<file path="config.mk">
export PLATFORM = sky130hd
export DESIGN_NAME = button_debounce_click_hold_core
export DESIGN_NICKNAME = d
export VERILOG_FILES = /design/src/hdl/bdch_pkg.sv /design/src/hdl/button_debounce_click_hold_core.sv /design/src/hdl/bdch_cfg.sv /design/src/hdl/bdch_step.sv
export SDC_FILE = /design/constraint.sdc
export NUM_CORES = 1
export LEC_CHECK = 0
export BUFFER_PORTS_ARGS = -buffer_cell sky130_fd_sc_hd__buf_2
export CORE_MARGIN = 4
export CORE_UTILIZATION = 60
export CTS_BUF_LIST = sky130_fd_sc_hd__clkbuf_4 sky130_fd_sc_hd__clkbuf_8
export DETAILED_ROUTE_END_ITERATION = 16
export HOLD_SLACK_MARGIN = 0.1
export PLACE_DENSITY = 0.8
export SLEW_MARGIN = 20
export SYNTH_ARGS = -nofsm -noshare
export SYNTH_HDL_FRONTEND = slang
export SYNTH_SLANG_ARGS = --single-unit
</file>
<file path="constraint.sdc">
create_clock -name clk -period 5.18 [get_ports clk]
set_input_delay 1.036 -clock clk [delete_from_list [all_inputs] [get_ports clk]]
set_output_delay 1.036 -clock clk [all_outputs]
set_load 0.1 [all_outputs]
</file>
<file path="src/hdl/bdch_pkg.sv">
// Shared types, command codes and register constants of the button debounce core.
// No dependencies; the design and test modules refer to it by scoped names.
package bdch_pkg;

  localparam int unsigned CountW = 16;
  localparam int unsigned HoldW  = CountW + 1;
  localparam int unsigned CfgIndexW = 2;

  typedef enum logic [2:0] {
    CMD_TICK          = 3'd0,
    CMD_TAKE_PRESSED  = 3'd1,
    CMD_TAKE_RELEASED = 3'd2,
    CMD_TAKE_CLICK    = 3'd3,
    CMD_TAKE_HOLD     = 3'd4
  } cmd_e;

  localparam logic [CfgIndexW-1:0] REG_DEBOUNCE_LIMIT = 2'd0;
  localparam logic [CfgIndexW-1:0] REG_HOLD_LIMIT     = 2'd1;
  localparam logic [CfgIndexW-1:0] REG_PRESSED_LEVEL  = 2'd2;

  localparam logic [CountW-1:0] DEBOUNCE_LIMIT_RESET = 16'd10;
  localparam logic [CountW-1:0] HOLD_LIMIT_RESET     = 16'd1000;
  localparam logic              PRESSED_LEVEL_RESET  = 1'b0;

  typedef struct packed {
    logic [2:0] command;
    logic       pin_level;
  } in_item_t;

  typedef struct packed {
    logic is_pressed;
    logic is_holding;
    logic event_taken;
    logic beep_pulse;
    logic click_pulse;
    logic hold_pulse;
  } out_item_t;

  typedef struct packed {
    logic [CountW-1:0] debounce_limit;
    logic [CountW-1:0] hold_limit;
    logic              pressed_level;
  } cfg_t;

  typedef struct packed {
    logic [CountW-1:0] debounce_count;
    logic [HoldW-1:0]  hold_count;
    logic              debounced_state;
    logic              pressed_event;
    logic              released_event;
    logic              click_event;
    logic              hold_event;
  } state_t;

endpackage

</file>
<file path="src/hdl/button_debounce_click_hold_core.sv">
// Button debouncer with click and long-hold detection: top level.
// Depends on bdch_pkg, bdch_cfg and bdch_step.
//
// Usage: each input item is a command. A tick carries one sampled pin level;
// the debounced state flips after the level has disagreed with it on more
// than debounce_limit ticks in a row. While pressed, a hold counter runs and
// a hold pulse fires when it reaches hold_limit; a release before that fires
// a click pulse. Commands 1 to 4 take and clear the latched pressed, released,
// click and hold events. Every item yields exactly one result item, held in a
// single output register and presented in the cycle after the item is accepted.
// The block takes one item per cycle: all state updates in the same cycle the
// item is accepted, through one short pass of compare and increment logic, so
// throughput is bounded only by the output register. in_ready is high when
// that register is empty or is being drained in the same cycle. Configuration
// writes take effect on the next edge and have no handshake; write them only
// while no item is in flight.
module button_debounce_click_hold_core (
  input  logic                           clk,
  input  logic                           rst,
  // configuration write port
  input  logic                           cfg_we,
  input  logic [bdch_pkg::CfgIndexW-1:0] cfg_index,
  input  logic [bdch_pkg::CountW-1:0]    cfg_data,
  // command channel
  input  logic                           in_valid,
  output logic                           in_ready,
  input  bdch_pkg::in_item_t             in_item,
  // result channel
  output logic                           out_valid,
  input  logic                           out_ready,
  output bdch_pkg::out_item_t            out_item
);

  bdch_pkg::cfg_t      cfg;
  bdch_pkg::state_t    state;
  bdch_pkg::state_t    state_next;
  bdch_pkg::out_item_t result;
  logic                in_accept;

  bdch_cfg u_cfg (
    .clk       (clk),
    .rst       (rst),
    .cfg_we    (cfg_we),
    .cfg_index (cfg_index),
    .cfg_data  (cfg_data),
    .cfg       (cfg)
  );

  bdch_step u_step (
    .cfg        (cfg),
    .state      (state),
    .item       (in_item),
    .state_next (state_next),
    .result     (result)
  );

  // Accept while the output register is empty or draining this cycle.
  assign in_ready  = !out_valid || out_ready;
  assign in_accept = in_valid && in_ready;

  // Advance the debounce/hold state only on an accepted item.
  always_ff @(posedge clk) begin
    if (rst) begin
      state <= '0;
    end else if (in_accept) begin
      state <= state_next;
    end
  end

  // Output register: load on accept, drop when taken.
  always_ff @(posedge clk) begin
    if (rst) begin
      out_valid <= 1'b0;
    end else if (in_accept) begin
      out_valid <= 1'b1;
    end else if (out_ready) begin
      out_valid <= 1'b0;
    end
  end

  // Hold the result payload until the next accepted item.
  always_ff @(posedge clk) begin
    if (in_accept) begin
      out_item <= result;
    end
  end

endmodule

</file>
<file path="src/hdl/bdch_cfg.sv">
// Configuration register file: debounce limit, hold limit, pressed level.
// Depends on bdch_pkg.
module bdch_cfg (
  input  logic                               clk,
  input  logic                               rst,
  input  logic                               cfg_we,
  input  logic [bdch_pkg::CfgIndexW-1:0]     cfg_index,
  input  logic [bdch_pkg::CountW-1:0]        cfg_data,
  output bdch_pkg::cfg_t                     cfg
);

  always_ff @(posedge clk) begin
    if (rst) begin
      cfg.debounce_limit <= bdch_pkg::DEBOUNCE_LIMIT_RESET;
      cfg.hold_limit     <= bdch_pkg::HOLD_LIMIT_RESET;
      cfg.pressed_level  <= bdch_pkg::PRESSED_LEVEL_RESET;
    end else if (cfg_we) begin
      case (cfg_index)
        bdch_pkg::REG_DEBOUNCE_LIMIT: cfg.debounce_limit <= cfg_data;
        bdch_pkg::REG_HOLD_LIMIT:     cfg.hold_limit     <= cfg_data;
        bdch_pkg::REG_PRESSED_LEVEL:  cfg.pressed_level  <= cfg_data[0];
        default: ;  // unmapped index: drop the write
      endcase
    end
  end

endmodule

</file>
<file path="src/hdl/bdch_step.sv">
// Next-state and result logic for one item of the button debounce core.
// Purely combinational; depends on bdch_pkg.
module bdch_step (
  input  bdch_pkg::cfg_t      cfg,
  input  bdch_pkg::state_t    state,
  input  bdch_pkg::in_item_t  item,
  output bdch_pkg::state_t    state_next,
  output bdch_pkg::out_item_t result
);

  logic                       active;
  logic                       db_below;
  logic                       hold_inc;
  logic                       hold_fire;
  logic                       hold_early;
  logic [bdch_pkg::HoldW-1:0] hold_limit_x;
  logic [bdch_pkg::HoldW-1:0] hold_p1;
  logic [bdch_pkg::HoldW-1:0] hold_p2;

  always_comb begin
    hold_limit_x = {1'b0, cfg.hold_limit};
    active       = (item.pin_level == cfg.pressed_level);
    db_below     = (state.debounce_count < cfg.debounce_limit);
    hold_p1      = state.hold_count + bdch_pkg::HoldW'(1);
    hold_p2      = state.hold_count + bdch_pkg::HoldW'(2);
    hold_inc     = (state.hold_count <= hold_limit_x);
    hold_fire    = hold_inc && (hold_p1 == hold_limit_x);
    hold_early   = (state.hold_count < hold_limit_x);

    state_next         = state;
    result.event_taken = 1'b0;
    result.click_pulse = 1'b0;
    result.hold_pulse  = 1'b0;

    case (item.command)
      bdch_pkg::CMD_TICK: begin
        if (active) begin
          if (!state.debounced_state) begin
            if (db_below) begin
              state_next.debounce_count = state.debounce_count + bdch_pkg::CountW'(1);
            end else begin
              state_next.debounce_count  = '0;
              state_next.debounced_state = 1'b1;
              state_next.pressed_event   = 1'b1;
              state_next.released_event  = 1'b0;
            end
          end else begin
            state_next.debounce_count = '0;
            // Saturate one past the limit; the step onto the limit fires a hold.
            if (hold_fire) begin
              state_next.hold_count = hold_p2;
              state_next.hold_event = 1'b1;
              result.hold_pulse     = 1'b1;
            end else if (hold_inc) begin
              state_next.hold_count = hold_p1;
            end
          end
        end else begin
          if (state.debounced_state) begin
            if (db_below) begin
              state_next.debounce_count = state.debounce_count + bdch_pkg::CountW'(1);
            end else begin
              state_next.debounce_count  = '0;
              state_next.debounced_state = 1'b0;
              state_next.released_event  = 1'b1;
              state_next.pressed_event   = 1'b0;
              state_next.hold_count      = '0;
              if (hold_early) begin
                state_next.click_event = 1'b1;
                result.click_pulse     = 1'b1;
              end
            end
          end else begin
            state_next.debounce_count = '0;
            state_next.hold_event     = 1'b0;
          end
        end
      end
      bdch_pkg::CMD_TAKE_PRESSED: begin
        if (state.pressed_event) begin
          state_next.pressed_event  = 1'b0;
          state_next.released_event = 1'b0;
          result.event_taken        = 1'b1;
        end
      end
      bdch_pkg::CMD_TAKE_RELEASED: begin
        if (state.released_event) begin
          state_next.pressed_event  = 1'b0;
          state_next.released_event = 1'b0;
          result.event_taken        = 1'b1;
        end
      end
      bdch_pkg::CMD_TAKE_CLICK: begin
        if (state.click_event) begin
          state_next.click_event    = 1'b0;
          state_next.released_event = 1'b0;
          state_next.pressed_event  = 1'b0;
          result.click_pulse        = 1'b1;
          result.event_taken        = 1'b1;
        end
      end
      bdch_pkg::CMD_TAKE_HOLD: begin
        if (state.hold_event) begin
          state_next.pressed_event = 1'b0;
          state_next.hold_event    = 1'b0;
          result.hold_pulse        = 1'b1;
          result.event_taken       = 1'b1;
        end
      end
      default: ;  // unused command: change nothing
    endcase

    result.beep_pulse = result.click_pulse | result.hold_pulse;
    result.is_pressed = state_next.debounced_state;
    result.is_holding = (state_next.hold_count >= hold_limit_x);
  end

endmodule

</file>
==> impl_metrics.yaml <==
setup_path:
  path_max_fanout: 9
  crit_start: "state[6]"
  cp.required_ps: 5290
  crit_arrival_ps: 5060
  rr_startpoint: "state[6]"
  setup.worst_path.end_class: "flip-flop"
  start_kind: "flip-flop"
  path_class: "flip-flop to flip-flop"
route:
  wl_per_cell_microns: 18.84
  drtIter0Drc: 505
  vias: 5662
  drt_pass1_iterations: 5
  route.detailed.vias_per_inst: 6.249
  ant_nets: 0
  drc_errors: 0
  drt_wl_total_microns: 17070
timing:
  finalCritPeriodShare_pct: 95.63
  hold_viol: 0
  tightest_slew_ps: 1103
  fmax_mhz: 201.9
  period_needed_ps: 4953
  maxSlewViolCount: 0
  fin_skew_ps: 12.97
  relSlewSlack_pct: 26.20
  setup_viol: 0
placed_design:
  io_buffers: 34
  dp_hpwl_microns: 13040
  dp.cells: 888
  routabilityCongestion: 0.9895
synth:
  synthFlopType: "dfxtp_1"
  syn-num-nets: 822
  syn_area_sq_um: 5729
  ys_top_cells_by_area: "dfxtp_1 25%, ha_1 11%, nand2_1 6.7%"
  synth_top_cell_area_share_pct: 25.16
  synth-seq-area-share_pct: 28.30
  syn_area_per_cell_sq_um: 7.690
  synth_edf_count: 6
  synthTopCellsByCount: "102 x nand2_1, 72 x dfxtp_1, 72 x nor2_1, 56 x a21oi_1, 50 x ha_1"
  syn_inst: 745
  post-synth-top-area-cell: "dfxtp_1"
  synth-async-reset-ratio_pct: 0
  yosysMostFrequentCell: "nand2_1"
  ys_seq_elements: 78
  yosysWarnings: 0
  ys_types: 67
global_route:
  gr-total-overflow: 0
  grt_pass1_vias: 5422
  antenna_found_initial: 0
  grt_max_degree: 35
  grt_pass1_wl_microns: 28000
  grtUsageTotal_pct: 31.47
floorplanning:
  fp.dieH_microns: 105.7
  io_pins: 35
  std_cell_rows: 35
  core_sq_um: 9284
  initial_core_util_pct: 61.71
  fp.dieW_microns: 105.7
  die-area_sq_um: 11180
run:
  drv_cap: 0
clocking:
  ctsHoldBuffers: 0
  cts_tree: "done"
  clock-sinks: 78
  clkTransAtPathRegs_ps: 90
  htreeDepth: 3
  cts_buffers: 9
  clk_latency_ps: 360
  root_buffer: "clkbuf_8"
  clk_path_buf_depth: 2
layout:
  drive_gt1_share_pct: 14.16
  area_growth_pct: 10.70
  fin_nets: 849
  instances_no_fill: 906
  final_core_util_pct: 68.32
  n_antenna_cell: 0
  nFillCells: 811
min_path:
  hold_class: "flip-flop to flip-flop"
  hold_start: "u_cfg.cfg[22]"
power:
  leakage_uw: 0.002458
  ir_drop_uv: 170.9
  p_total_uw: 1288
  power_density_nw_per_um2: 203.0
run_status:
  status: "completed"
cell usage in the layout, fill, tap and decap left out, types with 14 or more instances in the layout:
cell | synthesis | routed
o21ai_0 | 38 | 38
xor2_1 | 19 | 19
xnor2_1 | 21 | 21
a21oi_1 | 56 | 56
nand4_1 | 15 | 15
nand3_1 | 27 | 27
ha_1 | 50 | 48
buf_2 | 10 | 34
nor2_1 | 72 | 72
nand2_1 | 102 | 102
a31oi_1 | 15 | 14
nor3_1 | 17 | 15
dfxtp_1 | 72 | 66
buf_4 | 4 | 28
inv_1 | 41 | 41
repair_timing:
item / CTS / global route
pin swaps: 1 / 0
setup endpoints to repair: 1 / 1
setup buffers: 2 / 0
gates resized for setup: 1 / 16
kinds of logic (layout without fill, tap and decap cells):
kind of cell | after synthesis | count (layout) | synth area share (%)
flops | 78 | 78 | 28.30
xor+xnor | 40 | 40 | 6.115
fa+ha+maj | 50 | 50 | 10.92
buf+inv | 87 | 119 | 6.311
simple gates | 299 | 299 | 26.14
mux | 9 | 9 | 1.594
compound gates | 182 | 182 | 20.62
flip-flops by register name, indices dropped and copies added, names as in the netlist:
register   cells
state         38
u_cfg.cfg     33
out_item       6
out_valid      1
final cells by class:
type                    instances  area (sq um)  share of cell area (%)
inverters                      41         153.9                   2.427
multi-input cells             580          3815                   60.15
clock inverters                 7         78.83                   1.243
repair buffers                 62         380.4                   5.997
well taps                     129         161.4                   2.545
flip-flops and latches         78          1629                   25.69
clock buffers                   9         123.9                   1.953
worst max-delay path: stages, from the launching register on:
cell     delay, ps
dfxtp_2        440
ha_2           290
nand3_4        150
or3_1          380
a31o_2         240
a31oi_2        210
nand4_4        190
or4_1          460
a31oi_1        210
a31oi_1         90
o21ai_0        200
ha_1           270
nor2b_1        130
o21a_1         160
o21a_1         170
o21a_1         160
o21a_1         160
o21a_1         170
o21ai_0        160
a31oi_1        100
or3_1          360
through the flow:
stage | hold WS [ps] | cell area (sq um) | worst slack (ps) | setup TNS (ps)
finish | 459.3 | 6342 | 226.5 | 0
global route | 483.7 | 6342 | -30.75 | -30.75
CTS | 458.7 | 6272 | 75.73 | 0
detailed placement | 448.1 | 6053 | -125.7 | -125.7
global placement | 444.6 | 6053 | -47.07 | -47.07
floorplan | 436.3 | 5729 | 493.0 | 0
metal layers:
metal | vias to the layer above | global-route usage, % | part of all wire, %
met5 | - | 0 | 0
met1 | 2640 | 42.84 | 42
li1 | 2721 | - | -
met3 | 49 | 5.389 | 8.4
met4 | 0 | 11.56 | 3.7
met2 | 252 | 50.05 | 46
worst paths after layout:
kind | end | depth (start not counted) | slack, ps
worst max-delay path | out_item[4] | 20 | 230
worst min-delay path | u_cfg.cfg[22] | 2 | 460
worst max register to register | out_item[4] | 20 | 230
worst min register to register | u_cfg.cfg[22] | 2 | 460
power breakdown:
group	internal [uW]	switching (uW)
clock network	231	266
registers	621	12.1
logic	49.5	108
Note: power is estimated with default switching activity, not from simulation.
